===== src/hdl/bdq_pkg.sv =====
`timescale 1ns / 1ps

package bdq_pkg;

	// defaults for the top-level parameters
	localparam int DEPTH_DEF  = 16;
	localparam int DATA_W_DEF = 32;

	// fixed field widths on the channels
	localparam int CMD_W   = 3;
	localparam int VALUE_W = 32;
	localparam int ERR_W   = 2;
	localparam int COUNT_W = 5;

	// commands
	localparam logic [CMD_W-1:0] CMD_PUSH_FRONT = 3'd0;
	localparam logic [CMD_W-1:0] CMD_PUSH_BACK  = 3'd1;
	localparam logic [CMD_W-1:0] CMD_POP_FRONT  = 3'd2;
	localparam logic [CMD_W-1:0] CMD_POP_BACK   = 3'd3;
	localparam logic [CMD_W-1:0] CMD_SEARCH     = 3'd4;

	// error codes
	localparam logic [ERR_W-1:0] ERR_OK    = 2'd0;
	localparam logic [ERR_W-1:0] ERR_FULL  = 2'd1;
	localparam logic [ERR_W-1:0] ERR_EMPTY = 2'd2;

	// per-cycle operation broadcast to every cell
	typedef logic [1:0] cell_op_t;

	localparam cell_op_t CELL_HOLD = 2'd0; // keep contents
	localparam cell_op_t CELL_ROT  = 2'd1; // take right neighbor, last takes cell 0
	localparam cell_op_t CELL_SHR  = 2'd2; // take left neighbor, cell 0 takes word
	localparam cell_op_t CELL_LOAD = 2'd3; // cell at index == count takes word

endpackage


===== src/hdl/bdq_in_if.sv =====
`timescale 1ns / 1ps

interface bdq_in_if;
	logic                       valid;
	logic                       ready;
	logic [bdq_pkg::CMD_W-1:0]   command;
	logic [bdq_pkg::VALUE_W-1:0] value;

	modport source (output valid, output command, output value, input ready);
	modport sink   (input valid, input command, input value, output ready);
endinterface


===== src/hdl/bdq_out_if.sv =====
`timescale 1ns / 1ps

interface bdq_out_if;
	logic                       valid;
	logic                       ready;
	logic [bdq_pkg::VALUE_W-1:0] popped_value;
	logic                       found;
	logic [bdq_pkg::ERR_W-1:0]   error_code;
	logic [bdq_pkg::COUNT_W-1:0] entry_count;

	modport source (output valid, output popped_value, output found, output error_code,
		output entry_count, input ready);
	modport sink   (input valid, input popped_value, input found, input error_code,
		input entry_count, output ready);
endinterface


===== src/hdl/bdq_cell.sv =====
`timescale 1ns / 1ps

module bdq_cell #(
	parameter int DATA_WIDTH = bdq_pkg::DATA_W_DEF,
	parameter int CNT_W      = 5,
	parameter int INDEX      = 0
) (
	input  logic                  clk,
	input  bdq_pkg::cell_op_t     op,
	input  logic [DATA_WIDTH-1:0] word,
	input  logic [DATA_WIDTH-1:0] left_data,
	input  logic [DATA_WIDTH-1:0] right_data,
	input  logic [CNT_W-1:0]      count,
	output logic [DATA_WIDTH-1:0] data
);

	logic [DATA_WIDTH-1:0] data_q;
	logic                  at_back;

	// this cell is the first free slot behind the back entry
	assign at_back = (count == CNT_W'(INDEX));

	always_ff @(posedge clk) begin
		case (op)
			bdq_pkg::CELL_ROT: begin
				data_q <= right_data;
			end
			bdq_pkg::CELL_SHR: begin
				data_q <= left_data;
			end
			bdq_pkg::CELL_LOAD: begin
				if (at_back) begin
					data_q <= word;
				end
			end
			default: begin
				data_q <= data_q;
			end
		endcase
	end

	assign data = data_q;

endmodule


===== src/hdl/bdq_ctrl.sv =====
`timescale 1ns / 1ps

module bdq_ctrl #(
	parameter int DEPTH      = bdq_pkg::DEPTH_DEF,
	parameter int DATA_WIDTH = bdq_pkg::DATA_W_DEF,
	parameter int CNT_W      = $clog2(DEPTH + 1)
) (
	input  logic                  clk,
	input  logic                  arst_n,
	bdq_in_if.sink                req,
	bdq_out_if.source             rsp,
	input  logic [DATA_WIDTH-1:0] head_data,
	output bdq_pkg::cell_op_t     cell_op,
	output logic [DATA_WIDTH-1:0] cell_word,
	output logic [CNT_W-1:0]      count
);

	localparam int STEP_W = $clog2(DEPTH);

	localparam logic [0:0] ST_IDLE = 1'b0;
	localparam logic [0:0] ST_ROT  = 1'b1;

	logic [0:0]       state_q, state_d;
	logic [CNT_W-1:0] count_q, count_d;
	logic [STEP_W-1:0] step_q, step_d;
	logic             res_valid_q;

	// working registers of a rotation pass
	logic [bdq_pkg::CMD_W-1:0] cmd_q;
	logic [DATA_WIDTH-1:0]     word_q;
	logic [DATA_WIDTH-1:0]     pop_q, pop_d;
	logic                      hit_q, hit_d;

	// result register
	logic [DATA_WIDTH-1:0]     res_pop_q, res_pop_d;
	logic                      res_found_q, res_found_d;
	logic [bdq_pkg::ERR_W-1:0] res_err_q, res_err_d;
	logic [CNT_W-1:0]          res_cnt_q;
	logic                      res_load;

	logic        fire, full, empty, last_step, in_range;
	logic [63:0] value_ext;
	logic [63:0] pop_ext;
	logic [31:0] cnt_ext;
	logic [DATA_WIDTH-1:0] word_in;
	logic [CNT_W-1:0]      step_ext;

	assign value_ext = 64'(req.value);
	assign word_in   = value_ext[DATA_WIDTH-1:0];

	assign req.ready = (state_q == ST_IDLE) && (!res_valid_q || rsp.ready);
	assign fire      = req.valid && req.ready;
	assign full      = (count_q == CNT_W'(DEPTH));
	assign empty     = (count_q == '0);
	assign last_step = (step_q == STEP_W'(DEPTH - 1));
	assign step_ext  = CNT_W'(step_q);
	assign in_range  = (step_ext < count_q);

	always_comb begin
		state_d     = state_q;
		count_d     = count_q;
		step_d      = step_q;
		cell_op     = bdq_pkg::CELL_HOLD;
		cell_word   = word_in;
		pop_d       = pop_q;
		hit_d       = hit_q;
		res_load    = 1'b0;
		res_pop_d   = '0;
		res_found_d = 1'b0;
		res_err_d   = bdq_pkg::ERR_OK;
		case (state_q)
			ST_IDLE: begin
				pop_d = '0;
				hit_d = 1'b0;
				if (fire) begin
					case (req.command)
						bdq_pkg::CMD_PUSH_FRONT, bdq_pkg::CMD_PUSH_BACK: begin
							res_load = 1'b1;
							if (full) begin
								res_err_d = bdq_pkg::ERR_FULL;
							end else begin
								count_d = count_q + 1'b1;
								cell_op = (req.command == bdq_pkg::CMD_PUSH_FRONT) ?
									bdq_pkg::CELL_SHR : bdq_pkg::CELL_LOAD;
							end
						end
						bdq_pkg::CMD_POP_FRONT: begin
							res_load = 1'b1;
							if (empty) begin
								res_err_d = bdq_pkg::ERR_EMPTY;
							end else begin
								res_pop_d = head_data;
								count_d   = count_q - 1'b1;
								cell_op   = bdq_pkg::CELL_ROT;
							end
						end
						bdq_pkg::CMD_POP_BACK, bdq_pkg::CMD_SEARCH: begin
							if (empty) begin
								res_load = 1'b1;
								if (req.command == bdq_pkg::CMD_POP_BACK) begin
									res_err_d = bdq_pkg::ERR_EMPTY;
								end
							end else begin
								state_d = ST_ROT;
								step_d  = '0;
							end
						end
						default: begin
							res_load = 1'b1;
						end
					endcase
				end
			end
			ST_ROT: begin
				// full circle: entry k sits in cell 0 at step k
				cell_op = bdq_pkg::CELL_ROT;
				step_d  = step_q + 1'b1;
				if (cmd_q == bdq_pkg::CMD_POP_BACK && step_ext == count_q - 1'b1) begin
					pop_d = head_data;
				end
				if (cmd_q == bdq_pkg::CMD_SEARCH && in_range && head_data == word_q) begin
					hit_d = 1'b1;
				end
				if (last_step) begin
					state_d     = ST_IDLE;
					res_load    = 1'b1;
					res_pop_d   = pop_d;
					res_found_d = hit_d;
					if (cmd_q == bdq_pkg::CMD_POP_BACK) begin
						count_d = count_q - 1'b1;
					end
				end
			end
			default: begin
				state_d = ST_IDLE;
			end
		endcase
	end

	always_ff @(posedge clk or negedge arst_n) begin
		if (!arst_n) begin
			state_q     <= ST_IDLE;
			count_q     <= '0;
			step_q      <= '0;
			res_valid_q <= 1'b0;
		end else begin
			state_q <= state_d;
			count_q <= count_d;
			step_q  <= step_d;
			if (res_load) begin
				res_valid_q <= 1'b1;
			end else if (rsp.ready) begin
				res_valid_q <= 1'b0;
			end
		end
	end

	always_ff @(posedge clk) begin
		pop_q <= pop_d;
		hit_q <= hit_d;
		if (fire) begin
			cmd_q  <= req.command;
			word_q <= word_in;
		end
		if (res_load) begin
			res_pop_q   <= res_pop_d;
			res_found_q <= res_found_d;
			res_err_q   <= res_err_d;
			res_cnt_q   <= count_d;
		end
	end

	assign pop_ext = 64'(res_pop_q);
	assign cnt_ext = 32'(res_cnt_q);

	assign rsp.valid        = res_valid_q;
	assign rsp.popped_value = pop_ext[bdq_pkg::VALUE_W-1:0];
	assign rsp.found        = res_found_q;
	assign rsp.error_code   = res_err_q;
	assign rsp.entry_count  = cnt_ext[bdq_pkg::COUNT_W-1:0];
	assign count            = count_q;

endmodule


===== src/hdl/bounded_deque_with_search.sv =====
`timescale 1ns / 1ps

// Bounded double-ended queue with search. The entries live in a row of DEPTH
// cells, front entry always in cell 0 and the back entry in cell count-1.
// Push front shifts the row right and loads cell 0; push back loads the first
// free cell; pop front reads cell 0 and rotates the row left. These have a
// valid result in the cycle after the request transfers. Pop back and search
// rotate the whole row through a full circle, one position a cycle, looking at
// cell 0 as each entry passes; their result loads at the last rotation step,
// set by the length of the cell row. One request is in flight at a time: a new
// request transfers once the result register is empty or being drained in the
// same cycle. Pushing into a full queue returns error 1 and popping an empty
// one error 2, with the queue left as it was; unused command codes return the
// count and nothing else.

module bounded_deque_with_search #(
	parameter int DEPTH      = bdq_pkg::DEPTH_DEF,
	parameter int DATA_WIDTH = bdq_pkg::DATA_W_DEF
) (
	input  logic      clk,
	input  logic      arst_n,
	bdq_in_if.sink    req,
	bdq_out_if.source rsp
);

	// count has to reach DEPTH itself
	localparam int CNT_W = $clog2(DEPTH + 1);

	bdq_pkg::cell_op_t     cell_op;
	logic [DATA_WIDTH-1:0] cell_word;
	logic [CNT_W-1:0]      count;
	logic [DATA_WIDTH-1:0] cell_data [DEPTH];

	// sequencer: count, rotation step counter and the result register
	bdq_ctrl #(
		.DEPTH      (DEPTH),
		.DATA_WIDTH (DATA_WIDTH),
		.CNT_W      (CNT_W)
	) u_ctrl (
		.clk       (clk),
		.arst_n    (arst_n),
		.req       (req),
		.rsp       (rsp),
		.head_data (cell_data[0]),
		.cell_op   (cell_op),
		.cell_word (cell_word),
		.count     (count)
	);

	// the cell row; rotation closes the ring from the last cell back to cell 0
	for (genvar i = 0; i < DEPTH; i++) begin : g_cell
		localparam int RIGHT = (i + 1) % DEPTH;
		logic [DATA_WIDTH-1:0] left_data;

		if (i == 0) begin : g_head
			assign left_data = cell_word;
		end else begin : g_body
			assign left_data = cell_data[i-1];
		end

		bdq_cell #(
			.DATA_WIDTH (DATA_WIDTH),
			.CNT_W      (CNT_W),
			.INDEX      (i)
		) u_cell (
			.clk        (clk),
			.op         (cell_op),
			.word       (cell_word),
			.left_data  (left_data),
			.right_data (cell_data[RIGHT]),
			.count      (count),
			.data       (cell_data[i])
		);
	end

endmodule

===== src/flat_wrapper.sv =====
// flat-port wrapper written by rule: the top's interface ports become plain ports
module bounded_deque_with_search_flat 
#(
	parameter int DEPTH      = bdq_pkg::DEPTH_DEF,
	parameter int DATA_WIDTH = bdq_pkg::DATA_W_DEF
)
  (clk, arst_n, req_valid, req_command, req_value, req_ready, rsp_valid, rsp_popped_value, rsp_found, rsp_error_code, rsp_entry_count, rsp_ready);
  bdq_in_if req_i ();
  bdq_out_if rsp_i ();
  input  logic clk;
  input  logic arst_n;
  input wire logic [$bits(req_i.valid)-1:0] req_valid;
  input wire logic [$bits(req_i.command)-1:0] req_command;
  input wire logic [$bits(req_i.value)-1:0] req_value;
  output wire logic [$bits(req_i.ready)-1:0] req_ready;
  output wire logic [$bits(rsp_i.valid)-1:0] rsp_valid;
  output wire logic [$bits(rsp_i.popped_value)-1:0] rsp_popped_value;
  output wire logic [$bits(rsp_i.found)-1:0] rsp_found;
  output wire logic [$bits(rsp_i.error_code)-1:0] rsp_error_code;
  output wire logic [$bits(rsp_i.entry_count)-1:0] rsp_entry_count;
  input wire logic [$bits(rsp_i.ready)-1:0] rsp_ready;
  assign req_i.valid = req_valid;
  assign req_i.command = req_command;
  assign req_i.value = req_value;
  assign req_ready = req_i.ready;
  assign rsp_valid = rsp_i.valid;
  assign rsp_popped_value = rsp_i.popped_value;
  assign rsp_found = rsp_i.found;
  assign rsp_error_code = rsp_i.error_code;
  assign rsp_entry_count = rsp_i.entry_count;
  assign rsp_i.ready = rsp_ready;
  bounded_deque_with_search #(.DEPTH(DEPTH), .DATA_WIDTH(DATA_WIDTH)) u_core (.clk(clk), .arst_n(arst_n), .req(req_i), .rsp(rsp_i));
endmodule

===== config.mk =====
export PLATFORM = sky130hd
export DESIGN_NAME = bounded_deque_with_search_flat
export DESIGN_NICKNAME = d
export VERILOG_FILES = /design/src/hdl/bdq_pkg.sv /design/src/hdl/bdq_in_if.sv /design/src/hdl/bdq_out_if.sv /design/src/hdl/bdq_cell.sv /design/src/hdl/bdq_ctrl.sv /design/src/hdl/bounded_deque_with_search.sv /design/src/flat_wrapper.sv
export SDC_FILE = /design/constraint.sdc
export NUM_CORES = 1
export LEC_CHECK = 0
export BUFFER_PORTS_ARGS = -buffer_cell sky130_fd_sc_hd__buf_2
export CAP_MARGIN = 10
export CORE_MARGIN = 2
export CORE_UTILIZATION = 40
export DETAILED_ROUTE_END_ITERATION = 8
export PLACE_DENSITY = 0.61
export SKIP_CTS_REPAIR_TIMING = 1
export SYNTH_ARGS = -nofsm -noshare
export SYNTH_HDL_FRONTEND = slang
export SYNTH_SLANG_ARGS = --single-unit

===== constraint.sdc =====
create_clock -name clk -period 9.4 [get_ports clk]
set_input_delay 0 -clock clk [delete_from_list [all_inputs] [get_ports clk]]
set_output_delay 0 -clock clk [all_outputs]
set_load 0.01 [all_outputs]

# Yosys cells after proc, flatten, opt, wreduce, memory -nomap -nowiden
# Cells that the tools add are included.
# word_totals
inputBits	39
register_bits	631
elab_cells	188
out_inout_bits	42
# classes
reduce_logical	32
addsub	3
n_eq_ne	47
bitwise	2
magnitude_cmp	1
muxes	75
# ops
operator	count
$pmux W32 S3	16
$mux W32	21
$pmux W32 S2	2
$eq A5 B4 Y1 const B	8
$ne A2 B2 Y1 const B	18
$reduce_and A2 Y1	17
$eq A32 B32 Y1	1
$mux W5	5
$eq A5 B3 Y1 const B	4
$pmux W5 S2	2
$mux W1	14
$mux W4	3
$eq A5 B2 Y1 const B	2
$mux W2	5
$eq A3 B2 Y1 const B	3
$pmux W2 S2	2
$pmux W4 S2	1
$eq A3 B3 Y1 const B	2
$pmux W1 S2	3
$pmux W2 S3	1
$reduce_or A2 Y1	3
$add A5 B1 Y5 const B	1
$eq A4 B5 Y1	1
$eq A5 B1 Y1 const B	1
other kinds (18)	24

# Logic depth before layout (Yosys ltp)
# depth
word_depth	9
ltp_mapped	14
depth_no_buf	11

# Hierarchy
# Synthesis repeated with hierarchy kept, for this count alone.
# hier_totals
cells_unflattened	2363
hier_area_um2	32252.2
# modules_own_cells
module	area_each_um2	seq_area_each_um2	cells_per_inst	n_inst
bdq_ctrl	5376.4	3188.1	469	1
bdq_cell at u_core.g_cell[5].u_cell ...	1659.1	960.9	114	3
bdq_cell at u_core.g_cell[15].u_cell ...	1655.3	960.9	114	3
bdq_cell at u_core.g_cell[10].u_cell ...	1662.8	960.9	114	2
bdq_cell at u_core.g_cell[4].u_cell ...	1656.6	960.9	114	2
bdq_cell at u_core.g_cell[13].u_cell ...	1654.1	960.9	114	2
bdq_cell at u_core.g_cell[0].u_cell	2047.0	960.9	184	1
bdq_cell at u_core.g_cell[7].u_cell	1657.8	960.9	114	1
bdq_cell at u_core.g_cell[3].u_cell	1652.8	960.9	114	1
bdq_cell at u_core.g_cell[11].u_cell	1627.8	960.9	114	1

# Worst setup path after synthesis
# No wires, ideal clock.
# synth_path
path_kind	register to register
startpoint	register u_core.u_ctrl.count_q[0] (netlist: u_core.u_ctrl.count[0])
endpoint	register u_core.g_cell[8].u_cell.data_q[0] (enable)
synth_period_minus_slack_ns	5.180
setup_slack_ns	4.220
required_time_ns	8.934
setup_time_ns	0.466
arrival_time_ns	4.714
n_path_buf	2
stages_incl_launch_ff	13
path_cell_list	dfrtp_1 inv_1 ha_1 a311oi_1 a21oi_1 nor2_1 or2_1 ha_1 clkbuf_1 clkbuf_1 nor2b_1 nand2_1 o21ai_0
# synth_via
elab_chain_len	8
elab_cells_between_ends	14
classes_between	eq/ne (6); mux (5); reduce/logical (3)
# synth_rtl
element	line_no	rtl
from (decl)	bdq_ctrl.sv:24	logic [CNT_W-1:0] count_q, count_d;
from (signal assigned)	bdq_ctrl.sv:148	count_q <= count_d;
$eq A5 B5 Y1 / $logic_not A5 Y1 (equally long branches)	bdq_ctrl.sv:53, bdq_ctrl.sv:54	
$mux W2 / $mux W1 (equally long branches)	bdq_ctrl.sv:79, bdq_ctrl.sv:89	
$pmux W2 S2	bdq_ctrl.sv:76	case (req.command)
$mux W2	bdq_ctrl.sv:75	if (fire) begin
$pmux W2 S2	bdq_ctrl.sv:71	case (state_q)
$eq A2 B2 Y1 / $eq A2 B1 Y1 (equally long branches)	bdq_cell.sv:24	case (op)
$ne A2 B2 Y1 (no source line) / $reduce_bool A3 Y1 (equally long branches)	-	
$reduce_and A2 Y1 (no source line) (*)	-	
to (signal assigned)	bdq_cell.sv:26	data_q <= right_data;
to (signal assigned)	bdq_cell.sv:29	data_q <= left_data;
to (signal assigned)	bdq_cell.sv:33	data_q <= word;
to (decl)	bdq_cell.sv:17	logic [DATA_WIDTH-1:0] data_q;
# Mark *: on every way between the ends. The rest lies on a longest branch, timed or not.
# A chain may end at the register's enable or synchronous reset.

# Final worst setup path
# layout_path
startpoint	register u_core.u_ctrl.count_q[0] (netlist: u_core.u_ctrl.count[0])
endpoint	register u_core.g_cell[0].u_cell.data_q[13], data pin
# layout_via
elab_chain_len	7
elab_cells_between_ends	11
classes_between	eq/ne (4); mux (6); reduce/logical (1)
# layout_rtl
element	line_no
$eq A5 B5 Y1 / $logic_not A5 Y1 (equally long branches)	bdq_ctrl.sv:53, bdq_ctrl.sv:54
$mux W2 / $mux W1 (equally long branches)	bdq_ctrl.sv:79, bdq_ctrl.sv:89
$pmux W2 S2 (*)	bdq_ctrl.sv:76
$mux W2 (*)	bdq_ctrl.sv:75
$pmux W2 S2 (*)	bdq_ctrl.sv:71
$eq A2 B2 Y1 / $eq A2 B1 Y1 (equally long branches)	bdq_cell.sv:24
$pmux W32 S3 (*)	bdq_cell.sv:24
to (signal assigned)	bdq_cell.sv:26
to (signal assigned)	bdq_cell.sv:29
to (signal assigned)	bdq_cell.sv:33
to (decl)	bdq_cell.sv:17
# Marked as above.

==> results.json <==
{
  "reg2reg_depth": 12,
  "dr_wl_met3_mm": 5.42,
  "status": "finished with violations",
  "synth-seq-cells": 631,
  "cp.buffers_inverters": 3,
  "vias": 17013,
  "worst_pin_slew_ns": 1.24,
  "drc": 0,
  "grt_usage_pct": 19.3,
  "worst_hold_slack_ns": -0.0223,
  "drt_wl_total_mm": 69.3,
  "dieArea_sq_mm": 0.0697,
  "cp.required_ns": 9.74,
  "wl_met1_mm": 30.7,
  "synth_area_sq_mm": 0.0270,
  "min_from": "req_valid",
  "first_iter_violations": 2240,
  "n_fill_cell": 5768,
  "numCtsBuffers": 66,
  "firstDrtPassIters": 6,
  "critPathKind": "reg2reg",
  "cts_max_path_buffers": 3,
  "row_count": 95,
  "clk_latency_ns": 0.59,
  "maxCapViolCount": 0,
  "fmax_mhz": 189,
  "ios": 81,
  "path_clk_slew_ns": 0.06,
  "wl_per_cell_um": 26.5,
  "finalHoldViolCount": 1,
  "max_stage_delay_ns": 0.80,
  "final.min_clock_period_ns": 5.30,
  "cts_sinks": 631,
  "root_buffer": "clkbuf_16",
  "setup_slack_ns": 4.10,
  "syn_inst": 1674,
  "drive_gt1_share_pct": 15.6,
  "die_x_um": 264,
  "fin_crit_sh_pct": 56.3,
  "synth-seq-area-share_pct": 68.6,
  "leakage_nw": 10.7,
  "path_max_fanout": 89,
  "yosysUniqueCellTypes": 67,
  "synth_flop_cell": "edfxtp_1",
  "place_hpwl_mm": 36.8,
  "synth-edff-count": 587,
  "grt_pass1_wl_mm": 103,
  "dr.max_layer_used": "met5",
  "synth.net_count": 1726,
  "grt_max_degree": 227,
  "cp.arrival_ns": 5.63,
  "hold_depth": 3,
  "skew_ns": 0.0152,
  "hp-class": "in2reg",
  "violations": "negative hold slack",
  "portBuffers": 80,
  "startpoint": "u_core.u_ctrl.count[0]",
  "htree_levels": 3,
  "initial_utilization_pct": 40.3,
  "cp_common_cell": "buf_4",
  "setup_tns_ns": 0,
  "cp.depth": 12,
  "ir_drop_mv": 0.316,
  "die_h_um": 264,
  "layout.nets": 1736,
  "ys_warn_count": 0,
  "dr_wl_met2_mm": 31.7,
  "critPathTopFamily": "buffers and inverters",
  "r2r-start": "u_core.u_ctrl.count[0]",
  "rsz0062_at_grt": "false",
  "place.gp.congestion": 0.821,
  "worst_slew_margin_rel_pct": 17.5,
  "async_flop_share_pct": 1.74,
  "path_cells": "inv_1, ha_1, or4b_4, and2_4, a21oi_1, nor2_1, or2_1, ha_2, nor2_4, buf_4, buf_4, mux2_2",
  "grt_overflow": 0,
  "antenna_found_initial": 4,
  "tritoncts": "yes",
  "finalSetupViolCount": 0,
  "final_util_pct": 45.6,
  "syn_avg_cell_area_sq_um": 16.2,
  "crit_path_end_kind": "flop",
  "slew_viol_final": 0,
  "crit_slowest_cell": "buf_4",
  "post-place-ws_ns": 4.18,
  "critPathLaunchType": "flop",
  "vias_per_cell": 6.52,
  "first_global_vias": 15944,
  "ant_nets": 0,
  "power.density_mw_per_mm2": 378,
  "core-area_sq_mm": 0.0670,
  "layout_common_cells": "edfxtp_1, a221o_1, buf_2",
  "area_growth_pct": 13.0,
  "final_common_cell": "edfxtp_1"
}
## report_power, final
group	switching (W)	internal, W	leakage, nW
Combinational	0.00168	0.00129	3.48
Clock	0.00109	0.00147	1.03
Sequential	0.000898	0.00511	6.23
Total	0.00367	0.00788	10.7
## worst paths after layout
path                       slack [ns]                                to
max                              4.10  u_core.g_cell[0].u_cell.data[13]
min                             -0.02   u_core.u_ctrl.rsp.error_code[0]
max reg2reg                      4.10  u_core.g_cell[0].u_cell.data[13]
min reg2reg                      0.52            u_core.u_ctrl.pop_q[2]
max in group asynchronous        8.43             u_core.u_ctrl.state_q
min in group asynchronous        0.51            u_core.u_ctrl.count[4]
## Yosys cell counts (3+ instances only)
| library cell | count | area share (%) |
|---|---|---|
| mux2_2 | 32 | 1.3 |
| nor2b_1 | 36 | 0.83 |
| nand2_1 | 24 | 0.33 |
| a221o_1 | 480 | 18 |
| inv_1 | 8 | 0.11 |
| dfxtp_1 | 33 | 2.4 |
| and2_1 | 34 | 0.79 |
| a21oi_1 | 5 | 0.093 |
| ha_1 | 13 | 0.60 |
| dfrtp_1 | 11 | 1.0 |
| edfxtp_1 | 587 | 65 |
| clkbuf_1 | 171 | 2.4 |
| nor3_1 | 4 | 0.074 |
| xor2_1 | 5 | 0.16 |
| buf_2 | 19 | 0.35 |
| buf_12 | 3 | 0.22 |
| o21ai_0 | 23 | 0.43 |
| mux2i_1 | 35 | 1.3 |
| xnor2_1 | 36 | 1.2 |
| nand4_1 | 10 | 0.23 |
| a22o_1 | 33 | 1.1 |
| nor2_1 | 10 | 0.14 |
| buf_6 | 6 | 0.25 |
| nand3_1 | 7 | 0.13 |
## kinds of logic (layout without fill, tap and decap cells)
logic type      after synthesis  in the layout  share of synthesized area (%)
flops                       631            631                           68.6
compound gates              562            562                           20.1
buf+inv                     211            272                           3.40
simple gates                148            148                           3.24
mux                          67             67                           2.63
xor+xnor                     42             42                           1.41
fa+ha+maj                    13             13                          0.601
other cells                   0              1                              0
## sequential cells by signal, indices dropped and copies added (netlist names)
signal	cells
u_core.u_ctrl.rsp.popped_value	32
u_core.u_ctrl.pop_q	32
u_core.u_ctrl.state_q	1
u_core.u_ctrl.hit_q	1
u_core.u_ctrl.rsp.error_code	2
u_core.u_ctrl.rsp.found	1
u_core.u_ctrl.count	5
u_core.u_ctrl.rsp.entry_count	5
u_core.u_ctrl.word_q	32
u_core.u_ctrl.rsp.valid	1
u_core.u_ctrl.cmd_q	3
u_core.g_cell.u_cell.data	512
u_core.u_ctrl.step_q	4
## per-stage QoR
stage                     total power [W]  cells  instance area [sq um]
after floorplan                   0.00768   1674                  27000
after global placement            0.00887   2451                  28100
after detailed placement          0.00896   2451                  28100
after CTS                          0.0116   2570                  30200
after global routing               0.0120   2608                  30600
final                              0.0115   2609                  30600
## area by class of cell
cell class	count	area [sq um]	share of cell area, %
clock inverter	33	241	0.790
tap	873	1090	3.57
multi-input combinational	832	7770	25.4
timing repair buffer	144	1000	3.28
clock buffer	86	1850	6.06
antenna	1	2.50	0.00819
inverter	9	36.3	0.119
sequential	631	18600	60.7
## layer usage
layer | vias to the layer above | track usage [%]
met5 | - | 0
met4 | 8 | 5.74
met3 | 90 | 3.44
met2 | 843 | 29.7
met1 | 8847 | 28.0
li1 | 7225 | -
## tightest hold or removal path, cell delays in order
cell and delay [ns]:
buf_2 0.11, nand2_1 0.20, nor3_1 0.09
(Power assumes the default switching activity.)
